==> src/lsal_pkg.sv <==
// ----------------------------------------------------------------------------
// lsal_pkg
// Shared types, constants and helpers for the light sensor auto-gain and
// lux block.
// ----------------------------------------------------------------------------
package lsal_pkg;

  // Raw count limits for the gain decision
  localparam logic [15:0] SAT_LEVEL = 16'hFFFF;
  localparam logic [15:0] HI_LIMIT  = 16'(65535 / 30);
  localparam logic [15:0] MID_LIMIT = 16'(65535 / 450);
  localparam logic [15:0] LOW_LIMIT = 16'(65535 / 10000);

  // Gain steps
  localparam logic [1:0] GAIN_LOW  = 2'd0;
  localparam logic [1:0] GAIN_MED  = 2'd1;
  localparam logic [1:0] GAIN_HIGH = 2'd2;
  localparam logic [1:0] GAIN_MAX  = 2'd3;

  // Read counter
  localparam logic [2:0] TRY_FIRST = 3'd1;
  localparam logic [2:0] TRY_MAX   = 3'd7;

  // Lux coefficient and widths of the fixed-point datapath
  localparam logic [8:0] LUX_COEF = 9'd408;
  localparam int unsigned NUM_W   = 41;  // 408 * d^2 < 2^41
  localparam int unsigned DEN_W   = 40;  // c0 * 600 * 9876 < 2^40
  localparam int unsigned MS_W    = 10;
  localparam int unsigned SCALE_W = 14;

  // Integration register
  localparam logic [2:0] STEPS_RESET = 3'd1;
  localparam logic [2:0] STEPS_MIN   = 3'd1;
  localparam logic [2:0] STEPS_MAX   = 3'd6;

  // Relative gain of each step
  localparam logic [SCALE_W-1:0] GAIN_SCALE [4] = '{
    14'd1, 14'd25, 14'd428, 14'd9876
  };

  // Result of the gain decision for one transfer
  typedef struct packed {
    logic       done_res;
    logic       write_gain;
    logic [1:0] gain_to_set;
    logic [1:0] measured_gain;
    logic [2:0] tries;
    logic       lux_start;
    logic       lux_invalid;
  } gain_dec_t;

  // Integration time in ms, register clamped to 1..6
  function automatic logic [MS_W-1:0] ms_of(input logic [2:0] steps);
    logic [2:0] s;
    s = steps;
    if (s < STEPS_MIN) s = STEPS_MIN;
    if (s > STEPS_MAX) s = STEPS_MAX;
    return MS_W'(s) * MS_W'(100);
  endfunction

endpackage

==> src/lsal_gain.sv <==
// ----------------------------------------------------------------------------
// lsal_gain
// Auto-gain decision: holds the current gain step and read count, and
// decides per reading pair whether to re-read at a new gain or finish.
// ----------------------------------------------------------------------------
module lsal_gain
  import lsal_pkg::*;
(
  input  logic        clk,
  input  logic        rst_n,
  input  logic        accept,
  input  logic [15:0] full_count,
  input  logic [15:0] infrared_count,
  output gain_dec_t   dec
);

  logic [1:0] gain_step_r, gain_step_nxt;
  logic [2:0] try_count_r, try_count_nxt;
  logic       sat;
  logic [2:0] try_bump;

  assign sat      = (full_count == SAT_LEVEL) || (infrared_count == SAT_LEVEL);
  assign try_bump = (try_count_r == TRY_MAX) ? TRY_MAX : try_count_r + 3'd1;

  // Decision
  always_comb begin
    dec           = '0;
    gain_step_nxt = gain_step_r;
    try_count_nxt = try_count_r;
    if (sat && gain_step_r != GAIN_LOW) begin
      // saturated: back off one step
      gain_step_nxt   = gain_step_r - 2'd1;
      try_count_nxt   = try_bump;
      dec.write_gain  = 1'b1;
      dec.gain_to_set = gain_step_r - 2'd1;
    end else if (gain_step_r != GAIN_LOW || full_count > HI_LIMIT ||
                 infrared_count > HI_LIMIT) begin
      // finish, return to gain 0
      dec.done_res      = 1'b1;
      dec.write_gain    = (gain_step_r != GAIN_LOW);
      dec.gain_to_set   = GAIN_LOW;
      dec.measured_gain = gain_step_r;
      dec.tries         = try_count_r;
      dec.lux_invalid   = (full_count == 16'd0);
      dec.lux_start     = (full_count != 16'd0);
      gain_step_nxt     = GAIN_LOW;
      try_count_nxt     = TRY_FIRST;
    end else begin
      // dim at gain 0: pick a higher gain
      if (full_count > MID_LIMIT || infrared_count > MID_LIMIT) begin
        gain_step_nxt = GAIN_MED;
      end else if (full_count > LOW_LIMIT || infrared_count > LOW_LIMIT) begin
        gain_step_nxt = GAIN_HIGH;
      end else begin
        gain_step_nxt = GAIN_MAX;
      end
      try_count_nxt   = try_bump;
      dec.write_gain  = 1'b1;
      dec.gain_to_set = gain_step_nxt;
    end
  end

  // State
  always_ff @(posedge clk) begin
    if (!rst_n) begin
      gain_step_r <= GAIN_LOW;
      try_count_r <= TRY_FIRST;
    end else if (accept) begin
      gain_step_r <= gain_step_nxt;
      try_count_r <= try_count_nxt;
    end
  end

endmodule

==> src/lsal_lux.sv <==
// ----------------------------------------------------------------------------
// lsal_lux
// Lux computation: one shared 32x16 multiplier builds numerator and
// denominator in turn, then a restoring divider takes one quotient bit
// per cycle. The quotient saturates at 32 bits.
// ----------------------------------------------------------------------------
module lsal_lux
  import lsal_pkg::*;
#(
  parameter int unsigned LUX_FRAC_BITS = 8
) (
  input  logic              clk,
  input  logic              rst_n,
  input  logic              start,
  input  logic [15:0]       full_count,
  input  logic [15:0]       infrared_count,
  input  logic [1:0]        gain,
  input  logic [MS_W-1:0]   ms,
  output logic              busy,
  output logic              done,
  output logic [31:0]       lux
);

  localparam int unsigned NW = NUM_W + LUX_FRAC_BITS;
  localparam int unsigned CW = $clog2(NW);

  // Multiplier operation order
  localparam logic [1:0] MUL_SQ   = 2'd0;
  localparam logic [1:0] MUL_COEF = 2'd1;
  localparam logic [1:0] MUL_MS   = 2'd2;
  localparam logic [1:0] MUL_GAIN = 2'd3;

  typedef enum logic [3:0] {
    LS_IDLE = 4'b0001,
    LS_MUL  = 4'b0010,
    LS_DIV  = 4'b0100,
    LS_DONE = 4'b1000
  } lux_state_t;

  lux_state_t           state_r, state_nxt;
  logic [1:0]           step_r, step_nxt;
  logic [CW-1:0]        cnt_r, cnt_nxt;
  logic [15:0]          d_r, d_nxt;
  logic [15:0]          c0_r, c0_nxt;
  logic [SCALE_W-1:0]   scale_r, scale_nxt;
  logic [MS_W-1:0]      ms_r, ms_nxt;
  logic [NUM_W-1:0]     num_r, num_nxt;
  logic [DEN_W-1:0]     den_r, den_nxt;
  logic [NW-1:0]        dvd_r, dvd_nxt;
  logic [DEN_W-1:0]     rem_r, rem_nxt;
  logic [31:0]          quot_r, quot_nxt;
  logic                 ovf_r, ovf_nxt;

  logic [31:0]          mul_a;
  logic [15:0]          mul_b;
  logic [47:0]          prod;
  logic [DEN_W:0]       rem_sh;
  logic [DEN_W:0]       rem_sub;
  logic                 qbit;

  // Shared multiplier operand select
  always_comb begin
    case (step_r)
      MUL_SQ: begin
        mul_a = 32'(d_r);
        mul_b = d_r;
      end
      MUL_COEF: begin
        mul_a = num_r[31:0];
        mul_b = 16'(LUX_COEF);
      end
      MUL_MS: begin
        mul_a = 32'(c0_r);
        mul_b = 16'(ms_r);
      end
      MUL_GAIN: begin
        mul_a = 32'(den_r[25:0]);
        mul_b = 16'(scale_r);
      end
      default: begin
        mul_a = '0;
        mul_b = '0;
      end
    endcase
  end

  assign prod = 48'(mul_a) * 48'(mul_b);

  // Restoring divide step
  assign rem_sh  = {rem_r, dvd_r[NW-1]};
  assign qbit    = (rem_sh >= {1'b0, den_r});
  assign rem_sub = rem_sh - {1'b0, den_r};

  // Sequencer
  always_comb begin
    state_nxt = state_r;
    step_nxt  = step_r;
    cnt_nxt   = cnt_r;
    d_nxt     = d_r;
    c0_nxt    = c0_r;
    scale_nxt = scale_r;
    ms_nxt    = ms_r;
    num_nxt   = num_r;
    den_nxt   = den_r;
    dvd_nxt   = dvd_r;
    rem_nxt   = rem_r;
    quot_nxt  = quot_r;
    ovf_nxt   = ovf_r;
    case (state_r)
      LS_IDLE: begin
        if (start) begin
          d_nxt     = (full_count >= infrared_count) ? full_count - infrared_count
                                                     : infrared_count - full_count;
          c0_nxt    = full_count;
          scale_nxt = GAIN_SCALE[gain];
          ms_nxt    = ms;
          step_nxt  = MUL_SQ;
          state_nxt = LS_MUL;
        end
      end
      LS_MUL: begin
        case (step_r)
          MUL_SQ, MUL_COEF: num_nxt = prod[NUM_W-1:0];
          MUL_MS, MUL_GAIN: den_nxt = prod[DEN_W-1:0];
          default:          num_nxt = num_r;
        endcase
        step_nxt = step_r + 2'd1;
        if (step_r == MUL_GAIN) begin
          dvd_nxt   = NW'(num_r) << LUX_FRAC_BITS;
          rem_nxt   = '0;
          quot_nxt  = '0;
          ovf_nxt   = 1'b0;
          cnt_nxt   = CW'(NW - 1);
          state_nxt = LS_DIV;
        end
      end
      LS_DIV: begin
        rem_nxt  = qbit ? rem_sub[DEN_W-1:0] : rem_sh[DEN_W-1:0];
        dvd_nxt  = dvd_r << 1;
        quot_nxt = {quot_r[30:0], qbit};
        ovf_nxt  = ovf_r | quot_r[31];
        cnt_nxt  = cnt_r - CW'(1);
        if (cnt_r == '0) begin
          state_nxt = LS_DONE;
        end
      end
      LS_DONE: begin
        state_nxt = LS_IDLE;
      end
      default: begin
        state_nxt = LS_IDLE;
      end
    endcase
  end

  // Control registers
  always_ff @(posedge clk) begin
    if (!rst_n) begin
      state_r <= LS_IDLE;
      step_r  <= MUL_SQ;
      cnt_r   <= '0;
    end else begin
      state_r <= state_nxt;
      step_r  <= step_nxt;
      cnt_r   <= cnt_nxt;
    end
  end

  // Datapath registers
  always_ff @(posedge clk) begin
    d_r     <= d_nxt;
    c0_r    <= c0_nxt;
    scale_r <= scale_nxt;
    ms_r    <= ms_nxt;
    num_r   <= num_nxt;
    den_r   <= den_nxt;
    dvd_r   <= dvd_nxt;
    rem_r   <= rem_nxt;
    quot_r  <= quot_nxt;
    ovf_r   <= ovf_nxt;
  end

  assign busy = (state_r != LS_IDLE);
  assign done = (state_r == LS_DONE);
  assign lux  = ovf_r ? 32'hFFFF_FFFF : quot_r;

endmodule

==> src/light_sensor_autogain_lux.sv <==
// Latency: re-read or zero-full-count finish, in the cycle after the input transfer;
//   finish with lux, after the multiply, divide and done states of the lux unit,
//   through the 4-step shared multiply and the one-bit-per-cycle divider.
// Throughput: one pair at a time, next input once the result is taken.
// Reset (rst_n low, synchronous): gain 0, read count 1, integration 1.
// ----------------------------------------------------------------------------
// light_sensor_autogain_lux
// Ambient light auto-gain and lux calculation: gain decision per reading
// pair and a serial fixed-point lux computation.
// ----------------------------------------------------------------------------
module light_sensor_autogain_lux
  import lsal_pkg::*;
#(
  parameter int unsigned LUX_FRAC_BITS = 8
) (
  input  logic        clk,
  input  logic        rst_n,
  // configuration
  input  logic        cfg_wr_en,
  input  logic [2:0]  cfg_wr_data,
  // input channel
  input  logic        in_valid,
  output logic        in_ready,
  input  logic [15:0] in_full_count,
  input  logic [15:0] in_infrared_count,
  // result channel
  output logic        out_valid,
  input  logic        out_ready,
  output logic        out_done_res,
  output logic        out_write_gain,
  output logic [1:0]  out_gain_to_set,
  output logic [1:0]  out_measured_gain,
  output logic [2:0]  out_tries,
  output logic [31:0] out_lux_q8,
  output logic        out_lux_invalid
);

  logic [2:0]  steps_r;
  logic        out_valid_r, out_valid_nxt;
  logic        wait_lux_r, wait_lux_nxt;
  gain_dec_t   dec;
  gain_dec_t   dec_r;
  logic [31:0] lux_r;
  logic        accept;
  logic        lux_busy;
  logic        lux_done;
  logic [31:0] lux_val;

  assign accept   = in_valid && in_ready;
  assign in_ready = !out_valid_r && !wait_lux_r && !lux_busy;

  // Integration register
  always_ff @(posedge clk) begin
    if (!rst_n) begin
      steps_r <= STEPS_RESET;
    end else if (cfg_wr_en) begin
      steps_r <= cfg_wr_data;
    end
  end

  lsal_gain u_gain (
    .clk            (clk),
    .rst_n          (rst_n),
    .accept         (accept),
    .full_count     (in_full_count),
    .infrared_count (in_infrared_count),
    .dec            (dec)
  );

  lsal_lux #(
    .LUX_FRAC_BITS (LUX_FRAC_BITS)
  ) u_lux (
    .clk            (clk),
    .rst_n          (rst_n),
    .start          (accept && dec.lux_start),
    .full_count     (in_full_count),
    .infrared_count (in_infrared_count),
    .gain           (dec.measured_gain),
    .ms             (ms_of(steps_r)),
    .busy           (lux_busy),
    .done           (lux_done),
    .lux            (lux_val)
  );

  // Output handshake
  always_comb begin
    out_valid_nxt = out_valid_r;
    wait_lux_nxt  = wait_lux_r;
    if (out_valid_r && out_ready) begin
      out_valid_nxt = 1'b0;
    end
    if (accept) begin
      if (dec.lux_start) begin
        wait_lux_nxt = 1'b1;
      end else begin
        out_valid_nxt = 1'b1;
      end
    end
    if (wait_lux_r && lux_done) begin
      wait_lux_nxt  = 1'b0;
      out_valid_nxt = 1'b1;
    end
  end

  always_ff @(posedge clk) begin
    if (!rst_n) begin
      out_valid_r <= 1'b0;
      wait_lux_r  <= 1'b0;
    end else begin
      out_valid_r <= out_valid_nxt;
      wait_lux_r  <= wait_lux_nxt;
    end
  end

  // Result fields
  always_ff @(posedge clk) begin
    if (accept) begin
      dec_r <= dec;
      lux_r <= '0;
    end else if (wait_lux_r && lux_done) begin
      lux_r <= lux_val;
    end
  end

  assign out_valid         = out_valid_r;
  assign out_done_res      = dec_r.done_res;
  assign out_write_gain    = dec_r.write_gain;
  assign out_gain_to_set   = dec_r.gain_to_set;
  assign out_measured_gain = dec_r.measured_gain;
  assign out_tries         = dec_r.tries;
  assign out_lux_q8        = lux_r;
  assign out_lux_invalid   = dec_r.lux_invalid;

endmodule

==> config.mk <==
export PLATFORM = sky130hd
export DESIGN_NAME = light_sensor_autogain_lux
export DESIGN_NICKNAME = d
export VERILOG_FILES = /design/src/lsal_pkg.sv /design/src/lsal_gain.sv /design/src/lsal_lux.sv /design/src/light_sensor_autogain_lux.sv
export SDC_FILE = /design/constraint.sdc
export NUM_CORES = 2
export LEC_CHECK = 0
export BUFFER_PORTS_ARGS = -buffer_cell sky130_fd_sc_hd__buf_2
export CORE_MARGIN = 1
export CORE_UTILIZATION = 55
export CTS_CLUSTER_SIZE = 14
export DETAILED_ROUTE_END_ITERATION = 8
export PLACE_DENSITY = 0.83
export SYNTH_ARGS = -nofsm -noshare
export SYNTH_HDL_FRONTEND = slang
export SYNTH_SLANG_ARGS = --single-unit
export TNS_END_PERCENT = 50
==> constraint.sdc <==
create_clock -name clk -period 8.7 [get_ports clk]
set_input_delay 1.305 -clock clk [delete_from_list [all_inputs] [get_ports clk]]
set_output_delay 1.305 -clock clk [all_outputs]
set_load 0.005 [all_outputs]
==> results.sh <==
export IMPL_drt_initial_drc_count=2475
export IMPL_period_minus_slack_ps=8368
export IMPL_grt_pass1_wl_um=131600
export IMPL_gp_congestion=1.013
export IMPL_synth_edf_count=250
export IMPL_synthArstFlopShare_pct=0
export IMPL_cp_num_buf_inv=6
export IMPL_critical_path_class="reg -> reg"
export IMPL_setup_viol=0
export IMPL_hold_buffers=0
export IMPL_finalNetCount=4005
export IMPL_min_period_over_period_pct=96.18
export IMPL_yosysSeqAreaShare_pct=27.95
export IMPL_root_buffer="clkbuf_16"
export IMPL_worst_pin_slew_ps=1177
export IMPL_via_count=23840
export IMPL_synth_top_area_cell="fa_1"
export IMPL_die_area_um2=56830
export IMPL_rrSetupSlack_ps=330
export IMPL_syn_area_um2=30730
export IMPL_fmax_mhz=119.5
export IMPL_grt_overflow_total=0
export IMPL_avgSynthCellArea_um2=9.318
export IMPL_drive_gt1_share_pct=6.827
export IMPL_synth_seq_cells=304
export IMPL_status="finished clean"
export IMPL_numClockSinks=304
export IMPL_fillers=4678
export IMPL_cp_common_cell="fa_1"
export IMPL_ys_flop_type="edfxtp_1"
export IMPL_die_w_um=238.4
export IMPL_cpMaxStageDelayCell="a211oi_1"
export IMPL_syn_inst=3298
export IMPL_cts_buffers=31
export IMPL_ios=84
export IMPL_tns_ps=0
export IMPL_worst_clock_skew_ps=33.23
export IMPL_cts_buffer_depth=3
export IMPL_cp_arrival_ps=8770
export IMPL_crit_family="adder cells"
export IMPL_rsz0062_at_grt="no"
export IMPL_cts_resized_gates=0
export IMPL_start_kind="flop"
export IMPL_area_delta_synth_final_pct=8.086
export IMPL_grt_pass1_vias=23850
export IMPL_port_buffers=83
export IMPL_drt_first_pass_iters=6
export IMPL_cp_data_required_time_ps=9100
export IMPL_grt_usage_pct=30.05
export IMPL_clk_latency_ps=600
export IMPL_wire_per_inst_um=20.04
export IMPL_relSlewSlack_pct=21.53
export IMPL_crit_start="u_lux.step_r[0]"
export IMPL_critPathCaptureType="flop"
export IMPL_cts_tree="yes"
export IMPL_final_hold_viol_count=0
export IMPL_finish_utilization_pct=60.18
export IMPL_yosysTopAreaCellShare_pct=26.19
export IMPL_grt_antenna_before_repair=1
export IMPL_path_max_fanout=9
export IMPL_initial_utilization_pct=55.67
export IMPL_h_tree_depth=1
export IMPL_hold_path_class="reg -> reg"
export IMPL_hpwl_um=66730
export IMPL_postRouteWirelength_um=83400
export IMPL_final_max_slew_violation_count=0
export IMPL_core_um2=55200
export IMPL_hp_start="u_gain.gain_step_r[1]"
export IMPL_antenna_left=0
export IMPL_grt_start_max_net_pins=88
export IMPL_synth_cell_types=83
export IMPL_postCtsSetupBuffers=0
export IMPL_yosysWarningCount=0
export IMPL_rows=86
export IMPL_drv_cap=0
export IMPL_via_per_inst=5.729
export IMPL_die_y_um=238.4
export IMPL_num_antenna_cells=0
export IMPL_max_stage_delay_ps=600
export IMPL_cts_clk_slew_worst_paths_ps=70
export IMPL_yosys_top_cells_area="fa_1 (26%), edfxtp_1 (24%), ha_1 (7.1%)"
export IMPL_drc_errors=0
export IMPL_r2r_start="u_lux.step_r[0]"
==> path summary, 6_finish.rpt <==
kind,end,cells after the start
min,u_gain.gain_step_r[1],2
max reg2reg,u_lux.den_r[34],27
max,u_lux.den_r[34],27
min reg2reg,u_gain.gain_step_r[1],2
==> synthesized netlist by cell type, types with 17 or more instances <==
cell and instances:
inv_1 577, nand2_1 522, fa_1 402, nor2_1 290, edfxtp_1 250, ha_1 174
a21oi_1 131, clkbuf_1 101, and2_1 72, dfxtp_1 54, xnor2_1 53, a211oi_1 52
and3_1 52, o21ai_0 51, mux2i_1 45, nand3_1 45, a21o_1 38, xor2_1 35
nor3_1 30, nand2b_1 24, nand4_1 23, o21ai_1 22, a22oi_1 21, nor2b_1 17
==> layer usage <==
layer / part of all wire, % / track usage [%] / wire (um) / up-vias
li1: - / - / - / 10730
met1: 41 / 41.82 / 33840 / 11650
met2: 44 / 46.59 / 36940 / 1240
met3: 11 / 5.912 / 8798 / 227
met4: 4.6 / 11.58 / 3832 / 0
met5: 0 / 0 / 0 / -
==> state kept, by name (all words and copies together) (netlist names), 3 cells and up <==
register	count
out_lux_q8	32
out_tries	3
steps_r	3
u_gain.try_count_r	3
u_lux.c0_r	16
u_lux.cnt_r	6
u_lux.d_r	16
u_lux.den_r	40
u_lux.dvd_r	41
u_lux.ms_r	7
u_lux.num_r	41
u_lux.quot_r	32
u_lux.rem_r	40
u_lux.scale_r	6
u_lux.state_r	4
==> worst min-delay path: cells and delay by family, from the launching register on <==
| family | cells | cell delay, ps |
|---|---|---|
| DFF | 1 | 320 |
| and+or+nand+nor | 1 | 60 |
| AOI/OAI and AO/OA | 1 | 50 |
==> cells in the final DEF (no fill, tap or decap), types with 5 or more instances in the layout <==
cell type	n
a211o_1	5
a211oi_1	52
a21boi_0	5
a21o_1	38
a21oi_1	130
a221oi_1	6
a22oi_1	21
a31oi_1	7
and2_1	71
and3_1	52
buf_2	83
buf_4	62
clkbuf_1	5
clkbuf_16	31
clkinv_2	5
conb_1	49
dfxtp_1	54
edfxtp_1	250
fa_1	402
ha_1	173
inv_1	575
mux2_2	6
mux2i_1	45
nand2_1	522
nand2b_1	24
nand3_1	45
nand3b_1	6
nand4_1	23
nor2_1	287
nor2b_1	17
nor3_1	30
nor4_1	10
o211ai_1	16
o21a_1	14
o21ai_0	51
o21ai_1	21
o21bai_1	10
o31ai_1	6
xnor2_1	53
xor2_1	35
==> cells by family (layout without fill, tap and decap cells) <==
group,Yosys count,in the layout,synth area share (%)
xor+xnor,88,88,2.508
simple gates,1122,1122,16.09
flops,304,304,27.95
buf+inv,712,780,8.892
fa+ha+maj,576,576,33.27
mux,52,52,1.730
other cells,2,49,0.02444
compound gates,442,442,9.543
==> cell type report <==
type	instances	area [um2]	area share [%]
Sequential cell	304	8588	25.86
Multi-Input combinational cell	2329	19630	59.09
Clock inverter	18	176.4	0.5311
Tap cell	748	935.9	2.818
Clock buffer	39	835.8	2.516
Inverter	578	2172	6.539
Timing Repair Buffer	145	880.8	2.652
==> through the flow <==
| step | setup slack [ps] | area (um2) | cells | hold WS [ps] |
|---|---|---|---|---|
| floorplan | 1103 | 30910 | 3345 | 445.1 |
| global placement | 572.5 | 32200 | 4104 | 459.8 |
| detailed placement | 538.8 | 32200 | 4104 | 468.6 |
| CTS | 455.9 | 33220 | 4161 | 476.5 |
| global route | 15.69 | 33220 | 4161 | 497.0 |
| finish | 332.2 | 33220 | 4161 | 471.5 |
Power is left out: the tool's default activity adds up to more than one toggle a clock period on the data nets, which glitch-free logic cannot reach.
